--- src/hdl/dpsc_pkg.sv ---
package dpsc_pkg;

    localparam int unsigned DcountWidth  = 18;
    localparam int unsigned StimWidth    = 20;
    localparam int unsigned IgnoreWidth  = 16;
    localparam int unsigned PercentWidth = 7;
    localparam int unsigned CfgIdxWidth  = 3;
    localparam int unsigned CfgDataWidth = 20;

    localparam logic [DcountWidth-1:0]  DisconnectTimeoutReset = 18'd180000;
    localparam logic [DcountWidth-1:0]  DisconnectStartReset   = 18'd1000;
    localparam logic [IgnoreWidth-1:0]  ButtonIgnoreReset      = 16'd300;
    localparam logic [StimWidth-1:0]    LowStimPeriodReset     = 20'd600000;
    localparam logic [PercentWidth-1:0] PowerOffPercentReset   = 7'd40;
    localparam logic [PercentWidth-1:0] LowStimPercentReset    = 7'd20;

    localparam int unsigned FlagRadio   = 0;
    localparam int unsigned FlagPmic    = 1;
    localparam int unsigned FlagImplant = 2;
    localparam int unsigned FlagShut    = 3;
    localparam int unsigned FlagLid     = 4;
    localparam int unsigned FlagCount   = 5;

    typedef enum logic [CfgIdxWidth-1:0] {
        CFG_DISCONNECT_TIMEOUT = 3'd0,
        CFG_DISCONNECT_START   = 3'd1,
        CFG_BUTTON_IGNORE      = 3'd2,
        CFG_LOW_STIM_PERIOD    = 3'd3,
        CFG_POWER_OFF_PERCENT  = 3'd4,
        CFG_LOW_STIM_PERCENT   = 3'd5
    } cfg_index_t;

    typedef enum logic [1:0] {
        PLUG_UNKNOWN      = 2'd0,
        PLUG_CONNECTED    = 2'd1,
        PLUG_DISCONNECTED = 2'd2
    } plug_state_t;

    typedef enum logic [2:0] {
        ERR_LED_NONE    = 3'd0,
        ERR_LED_CLEAR   = 3'd1,
        ERR_LED_GENERIC = 3'd2,
        ERR_LED_MAP     = 3'd3,
        ERR_LED_ACCEL   = 3'd4,
        ERR_LED_FPGA    = 3'd5
    } err_led_t;

    typedef struct packed {
        logic                    err_data_processing;
        logic                    err_accelerometer;
        logic                    err_fpga_link;
        logic                    err_logging;
        logic [1:0]              charger_state;
        logic [1:0]              case_state;
        logic                    cover_open;
        logic [PercentWidth-1:0] battery_level;
        logic                    button_pressed;
        logic                    link_up;
        logic                    mapping_active;
        logic                    led_busy;
    } tick_t;

    typedef struct packed {
        logic [FlagCount-1:0] flags;
        logic                 stim_trigger;
        logic                 power_off_led;
        err_led_t             error_led;
        logic                 audio_mute;
    } result_t;

endpackage

--- src/hdl/dpsc_if.sv ---
interface dpsc_tick_if;
    logic       valid;
    logic       ready;
    logic       err_data_processing;
    logic       err_accelerometer;
    logic       err_fpga_link;
    logic       err_logging;
    logic [1:0] charger_state;
    logic [1:0] case_state;
    logic       cover_open;
    logic [6:0] battery_level;
    logic       button_pressed;
    logic       link_up;
    logic       mapping_active;
    logic       led_busy;

    modport source (
        output valid, err_data_processing, err_accelerometer, err_fpga_link, err_logging,
               charger_state, case_state, cover_open, battery_level, button_pressed,
               link_up, mapping_active, led_busy,
        input  ready
    );

    modport sink (
        input  valid, err_data_processing, err_accelerometer, err_fpga_link, err_logging,
               charger_state, case_state, cover_open, battery_level, button_pressed,
               link_up, mapping_active, led_busy,
        output ready
    );
endinterface

interface dpsc_status_if;
    logic       valid;
    logic       ready;
    logic       radio_off;
    logic       pmic_enable;
    logic       implant_enable;
    logic       system_shutdown;
    logic       lid_closed_seen;
    logic       stim_trigger;
    logic       power_off_led;
    logic [2:0] error_led;
    logic       audio_mute;

    modport source (
        output valid, radio_off, pmic_enable, implant_enable, system_shutdown,
               lid_closed_seen, stim_trigger, power_off_led, error_led, audio_mute,
        input  ready
    );

    modport sink (
        input  valid, radio_off, pmic_enable, implant_enable, system_shutdown,
               lid_closed_seen, stim_trigger, power_off_led, error_led, audio_mute,
        output ready
    );
endinterface

--- src/hdl/device_power_state_controller.sv ---
// Device power state controller. One tick beat per millisecond carries error flags,
// charger/case/lid state, battery percent, button, link, mapping and LED-busy flags;
// each tick beat yields exactly one status beat with the power flags (shutdown and
// lid-closed sticky), the stimulation and power-off LED pulses, the error LED code
// and the audio mute pulse. A tick beat is registered, evaluated combinationally
// against the controller state and the status beat lands in an output register;
// one tick beat is taken every cycle while the status side keeps up. Configuration
// writes must happen while no tick is in flight; they affect the evaluation of later
// ticks, but writes to the disconnect counter start are ignored; it resets to its default.
module device_power_state_controller (
    input  logic                                clk,
    input  logic                                rst_n,
    input  logic                                cfg_wr_en,
    input  logic [dpsc_pkg::CfgIdxWidth-1:0]    cfg_index,
    input  logic [dpsc_pkg::CfgDataWidth-1:0]   cfg_wdata,
    dpsc_tick_if.sink                           tick,
    dpsc_status_if.source                       status
);

    // configuration
    logic [dpsc_pkg::DcountWidth-1:0]  timeout_reg;
    logic [dpsc_pkg::IgnoreWidth-1:0]  ignore_reg;
    logic [dpsc_pkg::StimWidth-1:0]    period_reg;
    logic [dpsc_pkg::PercentWidth-1:0] off_pct_reg;
    logic [dpsc_pkg::PercentWidth-1:0] stim_pct_reg;

    // controller state
    logic                              started_reg, started_next;
    logic                              off_pending_reg, off_pending_next;
    logic                              off_ticked_reg, off_ticked_next;
    logic [dpsc_pkg::DcountWidth-1:0]  dcount_reg, dcount_next;
    logic [dpsc_pkg::StimWidth-1:0]    stim_cnt_reg, stim_cnt_next;
    logic                              lid_edge_reg, lid_edge_next;
    logic [1:0]                        prev_case_reg, prev_case_next;
    logic [dpsc_pkg::FlagCount-1:0]    flags_reg, flags_next;

    // pipeline
    logic               in_valid_reg;
    dpsc_pkg::tick_t    in_reg;
    logic               out_valid_reg;
    dpsc_pkg::result_t  out_reg;
    dpsc_pkg::result_t  result;
    logic               out_free;
    logic               eval_fire;
    logic               tick_fire;

    // evaluation temporaries
    logic                               any_err;
    logic                               button_eff;
    logic                               low_batt;
    logic [dpsc_pkg::DcountWidth:0]     dcount_inc;
    logic [dpsc_pkg::StimWidth-1:0]     stim_base;

    assign out_free  = !out_valid_reg || status.ready;
    assign eval_fire = in_valid_reg && out_free;
    assign tick.ready = !in_valid_reg || out_free;
    assign tick_fire = tick.valid && tick.ready;

    always_ff @(posedge clk or negedge rst_n)
    begin
        if (!rst_n)
        begin
            timeout_reg  <= dpsc_pkg::DisconnectTimeoutReset;
            ignore_reg   <= dpsc_pkg::ButtonIgnoreReset;
            period_reg   <= dpsc_pkg::LowStimPeriodReset;
            off_pct_reg  <= dpsc_pkg::PowerOffPercentReset;
            stim_pct_reg <= dpsc_pkg::LowStimPercentReset;
        end
        else if (cfg_wr_en)
        begin
            case (dpsc_pkg::cfg_index_t'(cfg_index))
                dpsc_pkg::CFG_DISCONNECT_TIMEOUT:
                    timeout_reg <= cfg_wdata[dpsc_pkg::DcountWidth-1:0];
                dpsc_pkg::CFG_BUTTON_IGNORE:
                    ignore_reg <= cfg_wdata[dpsc_pkg::IgnoreWidth-1:0];
                dpsc_pkg::CFG_LOW_STIM_PERIOD:
                    period_reg <= cfg_wdata[dpsc_pkg::StimWidth-1:0];
                dpsc_pkg::CFG_POWER_OFF_PERCENT:
                    off_pct_reg <= cfg_wdata[dpsc_pkg::PercentWidth-1:0];
                dpsc_pkg::CFG_LOW_STIM_PERCENT:
                    stim_pct_reg <= cfg_wdata[dpsc_pkg::PercentWidth-1:0];
                // counter start only matters at reset, which restores its default
                default:
                begin
                end
            endcase
        end
    end

    always_comb
    begin
        started_next     = started_reg;
        off_pending_next = off_pending_reg;
        off_ticked_next  = off_ticked_reg;
        dcount_next      = dcount_reg;
        stim_cnt_next    = stim_cnt_reg;
        lid_edge_next    = lid_edge_reg;
        prev_case_next   = prev_case_reg;
        flags_next       = flags_reg;

        result.stim_trigger  = 1'b0;
        result.power_off_led = 1'b0;
        result.audio_mute    = 1'b0;
        result.error_led     = dpsc_pkg::ERR_LED_CLEAR;

        any_err = in_reg.err_data_processing || in_reg.err_accelerometer
               || in_reg.err_fpga_link || in_reg.err_logging;
        button_eff = in_reg.button_pressed && !in_reg.mapping_active
                  && !(dcount_reg < {2'b00, ignore_reg});
        low_batt   = in_reg.battery_level < off_pct_reg;
        dcount_inc = in_reg.link_up ? '0 : {1'b0, dcount_reg} + 1'b1;
        stim_base  = (stim_cnt_reg == '0) ? period_reg : stim_cnt_reg;

        if (any_err)
        begin
            result.error_led = dpsc_pkg::ERR_LED_GENERIC;
            if (in_reg.err_data_processing)
                result.error_led = dpsc_pkg::ERR_LED_MAP;
            if (in_reg.err_accelerometer)
                result.error_led = dpsc_pkg::ERR_LED_ACCEL;
            if (in_reg.err_fpga_link)
                result.error_led = dpsc_pkg::ERR_LED_FPGA;
        end
        else
        begin
            case (dpsc_pkg::plug_state_t'(in_reg.charger_state))
                dpsc_pkg::PLUG_CONNECTED:
                begin
                    flags_next[dpsc_pkg::FlagRadio] = 1'b1;
                    flags_next[dpsc_pkg::FlagPmic]  = 1'b0;
                    result.audio_mute = 1'b1;
                    if (in_reg.case_state == dpsc_pkg::PLUG_CONNECTED)
                    begin
                        if (in_reg.cover_open)
                            lid_edge_next = 1'b0;
                        else if (!lid_edge_reg)
                        begin
                            lid_edge_next = 1'b1;
                            flags_next[dpsc_pkg::FlagLid] = 1'b1;
                        end
                    end
                    started_next = 1'b0;
                end
                dpsc_pkg::PLUG_DISCONNECTED:
                begin
                    flags_next[dpsc_pkg::FlagRadio] = 1'b0;
                    if (prev_case_reg == in_reg.case_state)
                    begin
                        if (!started_reg)
                            started_next = 1'b1;
                        else if (!in_reg.led_busy)
                        begin
                            flags_next[dpsc_pkg::FlagImplant] = 1'b1;
                            flags_next[dpsc_pkg::FlagPmic]    = 1'b1;
                            if ((low_batt || button_eff) && !off_pending_reg)
                            begin
                                result.power_off_led = 1'b1;
                                flags_next[dpsc_pkg::FlagImplant] = 1'b0;
                                off_ticked_next  = 1'b0;
                                off_pending_next = 1'b1;
                            end
                            if (off_pending_next)
                            begin
                                if (off_ticked_next)
                                begin
                                    off_pending_next = 1'b0;
                                    dcount_next      = '0;
                                    flags_next[dpsc_pkg::FlagPmic] = 1'b0;
                                    flags_next[dpsc_pkg::FlagShut] = 1'b1;
                                end
                                else if (!low_batt && in_reg.link_up)
                                    off_pending_next = 1'b0;
                                off_ticked_next = 1'b1;
                            end
                            else
                            begin
                                if (in_reg.link_up && (in_reg.battery_level < stim_pct_reg))
                                begin
                                    result.stim_trigger = (stim_cnt_reg == '0);
                                    stim_cnt_next = stim_base - 1'b1;
                                end
                                else
                                    stim_cnt_next = '0;
                                if (dcount_inc > {1'b0, timeout_reg})
                                begin
                                    dcount_next = '0;
                                    result.power_off_led = 1'b1;
                                    flags_next[dpsc_pkg::FlagImplant] = 1'b0;
                                    off_ticked_next  = 1'b0;
                                    off_pending_next = 1'b1;
                                end
                                else if (dcount_inc[dpsc_pkg::DcountWidth])
                                    dcount_next = '1;
                                else
                                    dcount_next = dcount_inc[dpsc_pkg::DcountWidth-1:0];
                            end
                        end
                    end
                end
                default:
                begin
                end
            endcase
            prev_case_next = in_reg.case_state;
        end

        result.flags = flags_next;
    end

    always_ff @(posedge clk or negedge rst_n)
    begin
        if (!rst_n)
        begin
            in_valid_reg    <= 1'b0;
            out_valid_reg   <= 1'b0;
            started_reg     <= 1'b0;
            off_pending_reg <= 1'b0;
            off_ticked_reg  <= 1'b0;
            dcount_reg      <= dpsc_pkg::DisconnectStartReset;
            stim_cnt_reg    <= '0;
            lid_edge_reg    <= 1'b0;
            prev_case_reg   <= dpsc_pkg::PLUG_UNKNOWN;
            flags_reg       <= '0;
        end
        else
        begin
            if (tick_fire)
                in_valid_reg <= 1'b1;
            else if (eval_fire)
                in_valid_reg <= 1'b0;

            if (eval_fire)
                out_valid_reg <= 1'b1;
            else if (status.ready)
                out_valid_reg <= 1'b0;

            if (eval_fire)
            begin
                started_reg     <= started_next;
                off_pending_reg <= off_pending_next;
                off_ticked_reg  <= off_ticked_next;
                dcount_reg      <= dcount_next;
                stim_cnt_reg    <= stim_cnt_next;
                lid_edge_reg    <= lid_edge_next;
                prev_case_reg   <= prev_case_next;
                flags_reg       <= flags_next;
            end
        end
    end

    always_ff @(posedge clk)
    begin
        if (tick_fire)
        begin
            in_reg.err_data_processing <= tick.err_data_processing;
            in_reg.err_accelerometer   <= tick.err_accelerometer;
            in_reg.err_fpga_link       <= tick.err_fpga_link;
            in_reg.err_logging         <= tick.err_logging;
            in_reg.charger_state       <= tick.charger_state;
            in_reg.case_state          <= tick.case_state;
            in_reg.cover_open          <= tick.cover_open;
            in_reg.battery_level       <= tick.battery_level;
            in_reg.button_pressed      <= tick.button_pressed;
            in_reg.link_up             <= tick.link_up;
            in_reg.mapping_active      <= tick.mapping_active;
            in_reg.led_busy            <= tick.led_busy;
        end
        if (eval_fire)
            out_reg <= result;
    end

    assign status.valid           = out_valid_reg;
    assign status.radio_off       = out_reg.flags[dpsc_pkg::FlagRadio];
    assign status.pmic_enable     = out_reg.flags[dpsc_pkg::FlagPmic];
    assign status.implant_enable  = out_reg.flags[dpsc_pkg::FlagImplant];
    assign status.system_shutdown = out_reg.flags[dpsc_pkg::FlagShut];
    assign status.lid_closed_seen = out_reg.flags[dpsc_pkg::FlagLid];
    assign status.stim_trigger    = out_reg.stim_trigger;
    assign status.power_off_led   = out_reg.power_off_led;
    assign status.error_led       = out_reg.error_led;
    assign status.audio_mute      = out_reg.audio_mute;

`ifndef SYNTHESIS
    a_shut_sticky: assert property (@(posedge clk) disable iff (!rst_n)
        flags_reg[dpsc_pkg::FlagShut] |=> flags_reg[dpsc_pkg::FlagShut])
        else $error("shutdown flag dropped");

    a_lid_sticky: assert property (@(posedge clk) disable iff (!rst_n)
        flags_reg[dpsc_pkg::FlagLid] |=> flags_reg[dpsc_pkg::FlagLid])
        else $error("lid flag dropped");

    a_pulse_no_err: assert property (@(posedge clk) disable iff (!rst_n)
        out_valid_reg && (out_reg.stim_trigger || out_reg.audio_mute
                          || out_reg.power_off_led)
        |-> out_reg.error_led == dpsc_pkg::ERR_LED_CLEAR)
        else $error("pulse on error beat");

    a_backpressure: assert property (@(posedge clk) disable iff (!rst_n)
        in_valid_reg && out_valid_reg && !status.ready |-> !tick.ready)
        else $error("tick taken while pipeline full");
`endif

endmodule
--- src/flat_wrapper.sv ---
// flat-port wrapper written by rule: the top's interface ports become plain ports
module device_power_state_controller_flat 
  (clk, rst_n, cfg_wr_en, cfg_index, cfg_wdata, tick_valid, tick_err_data_processing, tick_err_accelerometer, tick_err_fpga_link, tick_err_logging, tick_charger_state, tick_case_state, tick_cover_open, tick_battery_level, tick_button_pressed, tick_link_up, tick_mapping_active, tick_led_busy, tick_ready, status_valid, status_radio_off, status_pmic_enable, status_implant_enable, status_system_shutdown, status_lid_closed_seen, status_stim_trigger, status_power_off_led, status_error_led, status_audio_mute, status_ready);
  dpsc_tick_if tick_i ();
  dpsc_status_if status_i ();
  input  logic clk;
  input  logic rst_n;
  input  logic cfg_wr_en;
  input  logic [dpsc_pkg::CfgIdxWidth-1:0] cfg_index;
  input  logic [dpsc_pkg::CfgDataWidth-1:0] cfg_wdata;
  input wire logic [$bits(tick_i.valid)-1:0] tick_valid;
  input wire logic [$bits(tick_i.err_data_processing)-1:0] tick_err_data_processing;
  input wire logic [$bits(tick_i.err_accelerometer)-1:0] tick_err_accelerometer;
  input wire logic [$bits(tick_i.err_fpga_link)-1:0] tick_err_fpga_link;
  input wire logic [$bits(tick_i.err_logging)-1:0] tick_err_logging;
  input wire logic [$bits(tick_i.charger_state)-1:0] tick_charger_state;
  input wire logic [$bits(tick_i.case_state)-1:0] tick_case_state;
  input wire logic [$bits(tick_i.cover_open)-1:0] tick_cover_open;
  input wire logic [$bits(tick_i.battery_level)-1:0] tick_battery_level;
  input wire logic [$bits(tick_i.button_pressed)-1:0] tick_button_pressed;
  input wire logic [$bits(tick_i.link_up)-1:0] tick_link_up;
  input wire logic [$bits(tick_i.mapping_active)-1:0] tick_mapping_active;
  input wire logic [$bits(tick_i.led_busy)-1:0] tick_led_busy;
  output wire logic [$bits(tick_i.ready)-1:0] tick_ready;
  output wire logic [$bits(status_i.valid)-1:0] status_valid;
  output wire logic [$bits(status_i.radio_off)-1:0] status_radio_off;
  output wire logic [$bits(status_i.pmic_enable)-1:0] status_pmic_enable;
  output wire logic [$bits(status_i.implant_enable)-1:0] status_implant_enable;
  output wire logic [$bits(status_i.system_shutdown)-1:0] status_system_shutdown;
  output wire logic [$bits(status_i.lid_closed_seen)-1:0] status_lid_closed_seen;
  output wire logic [$bits(status_i.stim_trigger)-1:0] status_stim_trigger;
  output wire logic [$bits(status_i.power_off_led)-1:0] status_power_off_led;
  output wire logic [$bits(status_i.error_led)-1:0] status_error_led;
  output wire logic [$bits(status_i.audio_mute)-1:0] status_audio_mute;
  input wire logic [$bits(status_i.ready)-1:0] status_ready;
  assign tick_i.valid = tick_valid;
  assign tick_i.err_data_processing = tick_err_data_processing;
  assign tick_i.err_accelerometer = tick_err_accelerometer;
  assign tick_i.err_fpga_link = tick_err_fpga_link;
  assign tick_i.err_logging = tick_err_logging;
  assign tick_i.charger_state = tick_charger_state;
  assign tick_i.case_state = tick_case_state;
  assign tick_i.cover_open = tick_cover_open;
  assign tick_i.battery_level = tick_battery_level;
  assign tick_i.button_pressed = tick_button_pressed;
  assign tick_i.link_up = tick_link_up;
  assign tick_i.mapping_active = tick_mapping_active;
  assign tick_i.led_busy = tick_led_busy;
  assign tick_ready = tick_i.ready;
  assign status_valid = status_i.valid;
  assign status_radio_off = status_i.radio_off;
  assign status_pmic_enable = status_i.pmic_enable;
  assign status_implant_enable = status_i.implant_enable;
  assign status_system_shutdown = status_i.system_shutdown;
  assign status_lid_closed_seen = status_i.lid_closed_seen;
  assign status_stim_trigger = status_i.stim_trigger;
  assign status_power_off_led = status_i.power_off_led;
  assign status_error_led = status_i.error_led;
  assign status_audio_mute = status_i.audio_mute;
  assign status_i.ready = status_ready;
  device_power_state_controller u_core (.clk(clk), .rst_n(rst_n), .cfg_wr_en(cfg_wr_en), .cfg_index(cfg_index), .cfg_wdata(cfg_wdata), .tick(tick_i), .status(status_i));
endmodule
--- config.mk ---
export PLATFORM = sky130hd
export DESIGN_NAME = device_power_state_controller_flat
export DESIGN_NICKNAME = d
export VERILOG_FILES = /design/src/hdl/dpsc_pkg.sv /design/src/hdl/dpsc_if.sv /design/src/hdl/device_power_state_controller.sv /design/src/flat_wrapper.sv
export SDC_FILE = /design/constraint.sdc
export NUM_CORES = 1
export LEC_CHECK = 0
export ABC_AREA = 1
export BUFFER_PORTS_ARGS = -buffer_cell sky130_fd_sc_hd__buf_2
export CORE_MARGIN = 5
export CORE_UTILIZATION = 39
export DETAILED_ROUTE_END_ITERATION = 16
export HOLD_SLACK_MARGIN = 0.08
export PLACE_DENSITY = 0.61
export SLEW_MARGIN = 15
export SYNTH_ARGS = -nofsm -noshare
export SYNTH_HDL_FRONTEND = slang
export SYNTH_SLANG_ARGS = --single-unit
--- constraint.sdc ---
create_clock -name clk -period 2.92 [get_ports clk]
set_input_delay 0.584 -clock clk [delete_from_list [all_inputs] [get_ports clk]]
set_output_delay 0.584 -clock clk [all_outputs]
set_load 0.03 [all_outputs]
# [Yosys cells after proc, flatten, opt, wreduce, memory -nomap -nowiden]
# Index checks and enable logic that the tools add are counted.
[word_totals] ff_bits=150 in_bits=48 output_inout_bits=13 word_cells=152
[op_classes] n_mux=56 n_reduce_logical=39 n_addsub=2 eq_ne=10 order_cmp=4 n_bitwise=7
[ops] operator="2-to-1 mux 18 bit" n=4
[ops] operator="2-to-1 mux 1 bit" n=40
[ops] operator="2-to-1 mux 20 bit" n=2
[ops] operator="zero test 20 bit" n=1
[ops] operator="subtractor 20 x 1 -> 20 bit, second input constant" n=1
[ops] operator="adder 18 x 1 -> 19 bit, second input constant" n=1
[ops] operator="> comparator 19 x 18 -> 1 bit" n=1
[ops] operator="2-to-1 mux 19 bit" n=1
[ops] operator="less-than comparator 18 x 16 -> 1 bit" n=1
[ops] operator="2-to-1 mux 3 bit" n=5
[ops] operator="less-than comparator 7 bit" n=2
[ops] operator="AND reduction 7 bit" n=2
[ops] operator="AND reduction 2 bit" n=6
[ops] operator="AND reduction 4 bit" n=2
[ops] operator="logical AND 1 bit" n=7
[ops] operator="NOT 1 bit" n=7
[ops] operator="OR reduction 7 bit" n=1
[ops] operator="== test 3 x 2 -> 1 bit, second input constant" n=2
[ops] operator="== test 3 bit, second input constant" n=2
[ops] operator="zero test 1 bit" n=6
[ops] operator="logical OR 1 bit" n=6
[ops] operator="AND reduction 6 bit" n=1
[ops] operator="nonzero test 2 bit" n=3
[ops] operator="2-to-1 mux 5 bit" n=1
[ops] operator="other kinds (12)" n=13

# [Logic depth before layout (Yosys ltp)]
# Gate-level depths: netlist of the first run.
[depth] depth_word=18 ltp_mapped=22 mapped_depth_nobuf=21

# [Worst setup path after synthesis of the first run]
# Ideal clock, no wire load.
[synth_timing] path_type="flip-flop to flip-flop" startpoint="register u_core.dcount_reg[0] in the netlist's numbering" endpoint="register u_core.out_reg (netlist bit u_core.status.implant_enable) (data pin)" stages_incl_launch_ff=21 synth_period_minus_slack_ns=2.854 t_required_ns=2.658 path_slack_ns=0.066 path_buffers=1 setup_ns=0.262 arrival_time_ns=2.592 cell_sequence="dfrtp_1 -> ha_1 -> nand3_2 -> nor2_2 -> nand2_1 -> nor2_1 -> nand2_1 -> nor3_1 -> nand3b_1 -> inv_1 -> ha_1 -> nand4_1 -> nor2_1 -> inv_1 -> o21ai_0 -> nand2_1 -> nand2_1 -> nand2_1 -> buf_2 -> o21ai_2 -> mux2i_1"
[synth_between] elab_chain_cells=17 word_cells_on_any_way=22 cone_classes="1 x add/sub; 2 x order compare; 15 x mux; 4 x reduce/logical"
[synth_rtl] item="from (decl)" line="device_power_state_controller.sv:31" rtl="logic [dpsc_pkg::DcountWidth-1:0] dcount_reg, dcount_next;"
[synth_rtl] item="from (signal assigned)" line="device_power_state_controller.sv:219" rtl="dcount_reg <= dpsc_pkg::DisconnectStartReset;"
[synth_rtl] item="from (signal assigned)" line="device_power_state_controller.sv:242" rtl="dcount_reg <= dcount_next;"
[synth_rtl] item="branches (longest 11 deep; another with adder 18 x 1 -> 19 bit)"
[synth_rtl] item="2-to-1 mux 1 bit *" line="device_power_state_controller.sv:162" rtl="if (off_pending_next)"
[synth_rtl] item="2-to-1 mux 3 bit *" line="device_power_state_controller.sv:151" rtl="else if (!in_reg.led_busy)"
[synth_rtl] item="2-to-1 mux 3 bit *" line="device_power_state_controller.sv:149" rtl="if (!started_reg)"
[synth_rtl] item="2-to-1 mux 3 bit *" line="device_power_state_controller.sv:147" rtl="if (prev_case_reg == in_reg.case_state)"
[synth_rtl] item="2-to-1 mux 2 bit *" line="device_power_state_controller.sv:126" rtl="case (dpsc_pkg::plug_state_t'(in_reg.charger_state))"
[synth_rtl] item="2-to-1 mux 5 bit *" line="device_power_state_controller.sv:114" rtl="if (any_err)"
[synth_rtl] item="via u_core.flags_next, one bit" line="device_power_state_controller.sv:35" rtl="logic [dpsc_pkg::FlagCount-1:0] flags_reg, flags_next;"
[synth_rtl] item="to (signal assigned)" line="device_power_state_controller.sv:269" rtl="out_reg <= result;"
[synth_rtl] item="to (decl)" line="device_power_state_controller.sv:41" rtl="dpsc_pkg::result_t out_reg;"
# Mark *: on every way through the listed nets, which the timed path passes. The select of a mux whose other input is x is not followed.
# A chain may end at the register's enable or synchronous reset.

# [Final worst setup path of the first run]
[layout_timing] startpoint="register u_core.dcount_reg[5] in the netlist's numbering" endpoint="register u_core.dcount_reg[2] in the netlist's numbering"
[layout_between] elab_chain_cells=13 word_cells_on_any_way=25 cone_classes="1 x add/sub; 2 x order compare; 1 x eq/ne; 16 x mux; 5 x reduce/logical"
[layout_rtl] item="less-than comparator 18 x 16 -> 1 bit" line="device_power_state_controller.sv:109" rtl="&& !(dcount_reg < {2'b00, ignore_reg});"
[layout_rtl] item="zero test 1 bit" line="device_power_state_controller.sv:109"
[layout_rtl] item="logical AND 1 bit" line="device_power_state_controller.sv:109"
[layout_rtl] item="logical OR 1 bit" line="device_power_state_controller.sv:155" rtl="if ((low_batt || button_eff) && !off_pending_reg)"
[layout_rtl] item="logical AND 1 bit" line="device_power_state_controller.sv:155"
[layout_rtl] item="2-to-1 mux 1 bit" line="device_power_state_controller.sv:155"
[layout_rtl] item="2-to-1 mux 1 bit" line="device_power_state_controller.sv:151"
[layout_rtl] item="2-to-1 mux 1 bit" line="device_power_state_controller.sv:149"
[layout_rtl] item="2-to-1 mux 1 bit" line="device_power_state_controller.sv:147"
[layout_rtl] item="2-to-1 mux 1 bit" line="device_power_state_controller.sv:126"
[layout_rtl] item="2-to-1 mux 1 bit" line="device_power_state_controller.sv:114"
[layout_rtl] item="!= test 2 bit (no line)"
[layout_rtl] item="AND reduction 7 bit (no line)"
# Parallel ways exist; a longest one is shown, timed or not. The select of a mux whose other input is x is not followed.

==> results.py, run 1 <==
metrics = {
    "job": {
        "cap_violations": 0,
    },
    "sta": {
        "drv_slew": 0,
        "rsz0062_at_grt": "true",
        "layout_setup_ws_ns": -0.06940,
        "fin_crit_ns": 2.989,
        "fin_hold_ws_ns": 0.1759,
        "hold_violations": 0,
        "finalCritPeriodShare_pct": 102.4,
        "slew_headroom_pct": 46.46,
        "skew_ns": 0.007950,
        "worstMarginPinSlew_ns": 0.8021,
        "max_clock_freq_mhz": 334.5,
        "setup_viol": 11,
    },
    "setup_path": {
        "regToRegEndpoint": "u_core.dcount_reg[2]",
        "cp.arrival_ns": 3.32,
        "cp-end-kind": "flip-flop",
        "cp_max_fo": 8,
        "startpoint_type": "flip-flop",
        "reg2reg_depth": 18,
        "worstPathRequired_ns": 3.25,
        "reg2reg_slack_ns": -0.07,
        "crit-reg2reg-launch": "u_core.dcount_reg[5]",
        "critPathKind": "reg -> reg",
    },
    "clock_network": {
        "cts.sink_count": 150,
        "cts_root_buffer": "clkbuf_16",
        "hold_buffers": 0,
        "path_clk_slew_ns": 0.06,
        "cts_tree": "done",
        "cts_buffers": 17,
        "clock_path_buffers": 2,
        "clk_latency_ns": 0.43,
        "h-tree-depth": 4,
    },
    "synthesis": {
        "synth_nets": 1114,
        "synth_cells": 1017,
        "synth_top_area_share_pct": 26.32,
        "synth_cell_types": 48,
        "yosys_warnings": 0,
        "netlist_area_um2": 8367,
        "synth_edf_count": 31,
        "synth_area_leaders": "dfrtp_1, edfxtp_1, nand2_1",
        "ys_top_cells_by_count": "nand2_1, inv_1, o21ai_0",
        "ys_ff_latch": 150,
        "ys_seq_area_share_pct": 47.18,
        "synth.avg_cell_area_um2": 8.227,
        "yosys_most_used_dff": "dfrtp_1",
        "post-synth-top-count-cell": "nand2_1",
        "ys_async_sr_fraction_pct": 79.33,
        "post-synth-top-area-cell": "dfrtp_1",
    },
    "grt": {
        "grt_overflow": 0,
        "grt_pass1_wl_mm": 33.91,
        "grt_max_degree": 49,
        "grt_pass1_vias": 6735,
        "grt_use_met2_pct": 26.68,
        "grt_use_met3_pct": 3.346,
        "grtUsageTotal_pct": 17.49,
        "busiest_layer": "met2",
        "antenna_found_initial": 0,
        "grt_use_met1_pct": 24.86,
    },
    "power_and_ir_drop": {
        "ir_drop_mv": 0.4018,
        "leakagePower_nw": 4.826,
        "powerDensity_nw_per_um2": 547.1,
    },
    "detailed_routing": {
        "drc": 0,
        "wl_per_cell_um": 14.56,
        "ant_nets": 0,
        "drt_iter0_drc": 448,
        "vias": 7007,
        "avgViaCountPerCell": 4.928,
        "routed_wl_mm": 20.70,
        "first_pass_iters": 5,
    },
    "floorplanning": {
        "die-width_um": 156.5,
        "row_count": 53,
        "die_h_um": 156.5,
        "fp.coreArea_um2": 21090,
        "ioPinCount": 61,
        "die_area_um2": 24480,
        "start_util_pct": 39.68,
    },
    "finish": {
        "n_antenna_cell": 0,
        "final_core_util_pct": 47.99,
        "drive_gt1_share_pct": 22.23,
        "fillers": 2045,
        "instances_no_fill": 1422,
        "num-nets-final": 1231,
        "layout-area-overhead-vs-synth_pct": 20.95,
    },
    "placed_design": {
        "place_hpwl_mm": 15.07,
        "portBuffers": 60,
        "placed_cells": 1380,
        "gp_congestion": 0.9186,
        "post-place-ws_ns": -0.2052,
    },
    "status": {
        "violations": "negative setup slack",
        "status": "finished, violations left",
    },
    "hold_path": {
        "hold_class": "in -> async",
    },
}
cell usage in the layout (no fill, tap or decap), types with 29 or more instances in the layout:
master / n
nand4_1: 34
inv_1: 160
buf_2: 59
a21oi_1: 29
buf_4: 55
ha_1: 47
nand3_1: 41
edfxtp_1: 31
dfrtp_1: 88
nor2_1: 80
nand2_1: 218
dfstp_2: 31
o21ai_0: 98
cell type report:
class                           instances  area, um^2  area share [%]
Sequential cell                       150        3948           39.01
Multi-Input combinational cell        672        3809           37.64
Timing Repair Buffer                  121       804.5           7.950
Inverter                              172       645.6           6.380
Clock buffer                           17       425.4           4.204
Tap cell                              275       344.1           3.400
Clock inverter                         15       143.9           1.422
what timing repair did:
item / in CTS / in global routing
endpoints found under the setup margin: 22 / 23
cloned: 1 / 0
setup buffers: 5 / 4
gates resized for setup: 19 / 39
pin swaps: 9 / 23
critical path, stage by stage, from the launching register on:
cell	delay [ns]
dfstp_2	0.58
nand2_4	0.07
nor3_4	0.23
buf_4	0.15
nand2_2	0.06
nor2_2	0.09
xor2_1	0.19
nor2_2	0.07
ha_1	0.27
nand2_1	0.06
nor2_1	0.11
buf_4	0.12
nand4_1	0.09
nor2_1	0.11
nand2_1	0.11
nand2_4	0.14
buf_6	0.15
nand4_1	0.08
o21ai_0	0.20
per-layer routing:
metal  wire (um)  vias to the layer above
met5           0                        -
met4         449                        0
met3         920                       34
met2        9290                      167
met1       10040                     3266
li1            -                     3540
through the flow:
stage	total power [W]	TNS (ns)	area (um^2)
floorplan	0.003131	0	8367
global placement	0.003411	-1.224	9310
detailed placement	0.003436	-3.418	9310
CTS	0.005604	0	9975
global route	0.005845	-3.611	10120
finish	0.005536	-0.2175	10120
how the worst max path moves through the flow:
| stage | from | endpoint | slack, ns | depth (start not counted) |
|---|---|---|---|---|
| floorplan | u_core.dcount_reg[0] | u_core.status.implant_enable | 0.07 | 20 |
| global placement | u_core.dcount_reg[3] | u_core.dcount_reg[14] | -0.08 | 19 |
| detailed placement | u_core.dcount_reg[3] | u_core.dcount_reg[10] | -0.21 | 19 |
| CTS | u_core.dcount_reg[1] | u_core.dcount_reg[3] | 0.01 | 20 |
| global route | u_core.dcount_reg[5] | u_core.dcount_reg[12] | -0.21 | 19 |
| finish | u_core.dcount_reg[5] | u_core.dcount_reg[2] | -0.07 | 18 |
power by group:
group | switching, W | internal (W) | total, W
clock network | 0.000946 | 0.00119 | 0.00214
logic | 0.000514 | 0.000299 | 0.000812
registers | 0.000131 | 0.00246 | 0.00259
total | 0.00159 | 0.00395 | 0.00554
cell families (layout without fill, tap and decap cells):
family | count (synthesis) | after routing | synth area share [%]
xor+xnor | 13 | 13 | 1.361
flops | 150 | 150 | 47.18
fa+ha+maj | 49 | 49 | 7.328
compound gates | 177 | 177 | 11.51
buf+inv | 195 | 325 | 9.047
mux | 3 | 3 | 0.3888
simple gates | 430 | 430 | 23.18
Note: power is estimated with default switching activity, not from simulation.
==> inputs of run 2 (changes only) <==
Settings changed: RECOVER_POWER set to 100.
==> results.py, run 2 (synthesis gave the netlist of run 1 again) <==
metrics = {
    "power_and_ir_drop": {
        "pwr-share-seq_pct": 46.8,
        "leakagePower_nw": 4.752,
        "swShare_pct": 28.87,
        "powerDensity_nw_per_um2": 550.4,
        "p_int_w": 0.003931,
        "switchingPower_w": 0.001595,
        "ir_drop_mv": 0.4048,
        "pwr-share-comb_pct": 14.4,
        "p_total_w": 0.005526,
        "clock_power_share_pct": 38.8,
    },
    "placed_design": {
        "gp_congestion": 0.9186,
        "portBuffers": 60,
        "place_hpwl_mm": 15.07,
    },
    "sta": {
        "fin_crit_ns": 2.953,
        "drv_slew": 39,
        "skew_ns": 0.007266,
        "finalCritPeriodShare_pct": 101.1,
        "rsz0062_at_grt": "true",
        "worstMarginPinSlew_ns": 1.519,
        "layout_setup_ws_ns": -0.03260,
        "slew_headroom_pct": -1.293,
        "hold_violations": 0,
        "setup_viol": 10,
        "max_clock_freq_mhz": 338.7,
    },
    "hold_path": {
        "hold_class": "in -> reg",
        "min_from": "tick_battery_level[2]",
        "holdPathStages": 1,
        "holdPathEnd": "u_core.in_reg[6]",
    },
    "grt": {
        "grt_pass1_vias": 6735,
        "grt_overflow": 0,
        "antenna_found_initial": 0,
        "grt_pass1_wl_mm": 33.91,
        "grt_max_degree": 49,
        "grtUsageTotal_pct": 17.49,
    },
    "setup_path": {
        "crit-reg2reg-launch": "u_core.dcount_reg[5]",
        "reg2reg_depth": 18,
        "worstPathRequired_ns": 3.26,
        "startpoint_type": "flip-flop",
        "cp-end-kind": "flip-flop",
        "regToRegEndpoint": "u_core.dcount_reg[9]",
        "reg2reg_slack_ns": -0.03,
        "critPathKind": "reg -> reg",
        "cp_max_fo": 8,
        "cp.arrival_ns": 3.29,
    },
    "detailed_routing": {
        "first_pass_iters": 5,
        "routed_wl_mm": 20.81,
        "drt_iter0_drc": 448,
        "drc": 0,
        "vias": 7039,
        "ant_nets": 0,
        "wl_per_cell_um": 14.63,
        "avgViaCountPerCell": 4.950,
    },
    "finish": {
        "drive_gt1_share_pct": 20.05,
        "final_cell_mix": "nand2_1, inv_1, o21ai_0, dfrtp_1, nor2_1",
        "layout-area-overhead-vs-synth_pct": 19.99,
        "layout_commonest_cell": "nand2_1",
        "final_core_util_pct": 47.61,
        "fillers": 2060,
        "num-nets-final": 1231,
        "n_antenna_cell": 0,
    },
    "clock_network": {
        "cts_buffers": 17,
        "path_clk_slew_ns": 0.06,
        "cts_root_buffer": "clkbuf_16",
        "hold_buffers": 0,
        "clock_path_buffers": 2,
        "cts_tree": "done",
        "cts.sink_count": 150,
        "h-tree-depth": 4,
        "clk_latency_ns": 0.43,
    },
    "status": {
        "status": "finished, violations left",
        "violations": "max-capacitance violations, max-slew violations, negative setup slack",
    },
    "floorplanning": {
        "die_area_um2": 24480,
        "ioPinCount": 61,
        "start_util_pct": 39.68,
        "die-width_um": 156.5,
        "fp.coreArea_um2": 21090,
        "row_count": 53,
        "die_h_um": 156.5,
    },
    "job": {
        "cap_violations": 1,
    },
}
run 2: changes by cell type in the layout (fill, tap and decap cells not counted):
| cell | change |
|---|---|
| o22ai_1 | +1 |
| clkbuf_2 | +2 |
| buf_4 | -11 |
| buf_2 | -15 |
| buf_12 | -1 |
| clkbuf_1 | +23 |
| o22ai_2 | -1 |
| clkbuf_4 | +2 |
| nor2_1 | +1 |
| nor2_4 | -1 |
run 2: critical path, cell delays in order (launching register included):
cell and delay, ns:
dfstp_2 0.58, nand2_4 0.07, nor3_4 0.23, buf_4 0.15
nand2_2 0.06, nor2_2 0.09, xor2_1 0.19, nor2_2 0.07
ha_1 0.27, nand2_1 0.06, nor2_1 0.11, buf_4 0.12
nand4_1 0.09, nor2_1 0.11, nand2_1 0.11, nand2_4 0.14
buf_6 0.15, nand4_1 0.09, o21ai_0 0.17
run 2: worst max-delay path by stage:
stage | from | end | cells after the start
floorplan | u_core.dcount_reg[0] | u_core.status.implant_enable | 20
global placement | u_core.dcount_reg[3] | u_core.dcount_reg[14] | 19
detailed placement | u_core.dcount_reg[3] | u_core.dcount_reg[10] | 19
CTS | u_core.dcount_reg[1] | u_core.dcount_reg[3] | 20
global route | u_core.dcount_reg[5] | u_core.dcount_reg[12] | 19
finish | u_core.dcount_reg[5] | u_core.dcount_reg[9] | 18
run 2: layer usage:
| layer | part of all wire [%] | vias up | GRT usage [%] |
|---|---|---|---|
| met5 | 0 | - | 0 |
| met4 | 2.3 | 0 | 6.364 |
| met3 | 4.1 | 38 | 3.346 |
| met2 | 45 | 153 | 26.68 |
| met1 | 48 | 3307 | 24.86 |
| li1 | - | 3541 | - |
run 2: repair_timing:
| action | 4_1_cts | 5_1_grt |
|---|---|---|
| setup buffers | 5 | 4 |
| hold endpoints to repair | 0 | 0 |
| endpoints found under the setup margin | 22 | 23 |
| cloned | 1 | 0 |
| pin swaps | 9 | 23 |
| gates resized for setup | 19 | 39 |
run 2: layout make-up:
type | count | area [um^2] | area share [%]
Inverter | 172 | 645.6 | 6.431
Tap cell | 275 | 344.1 | 3.427
Clock inverter | 15 | 143.9 | 1.433
Clock buffer | 17 | 425.4 | 4.237
Sequential cell | 150 | 3948 | 39.32
Multi-Input combinational cell | 672 | 3795 | 37.80
Timing Repair Buffer | 121 | 738.2 | 7.353
run 2: metrics by stage:
| stage | TNS [ns] | hold WS [ns] | cells | cell area (um^2) | setup WS [ns] |
|---|---|---|---|---|---|
| finish | -0.1142 | 0.3278 | 1422 | 10040 | -0.03260 |
| global route | -3.891 | 0.2995 | 1422 | 10040 | -0.2150 |
| CTS | 0 | 0.1952 | 1418 | 9975 | 0.01356 |
| detailed placement | -3.418 | 0.4575 | 1380 | 9310 | -0.2052 |
| global placement | -1.224 | 0.4311 | 1380 | 9310 | -0.07735 |
| floorplan | 0 | 0.2884 | 1017 | 8367 | 0.06631 |
run 2: power by group through the flow:
stage | combinational (W) | sequential, W | clock, W
after floorplan | 0.000498 | 0.00263 | 0
after global placement | 0.000795 | 0.00262 | 0
after detailed placement | 0.000813 | 0.00262 | 0
after CTS | 0.000820 | 0.00259 | 0.00220
after global routing | 0.000926 | 0.00262 | 0.00229
final | 0.000795 | 0.00259 | 0.00214
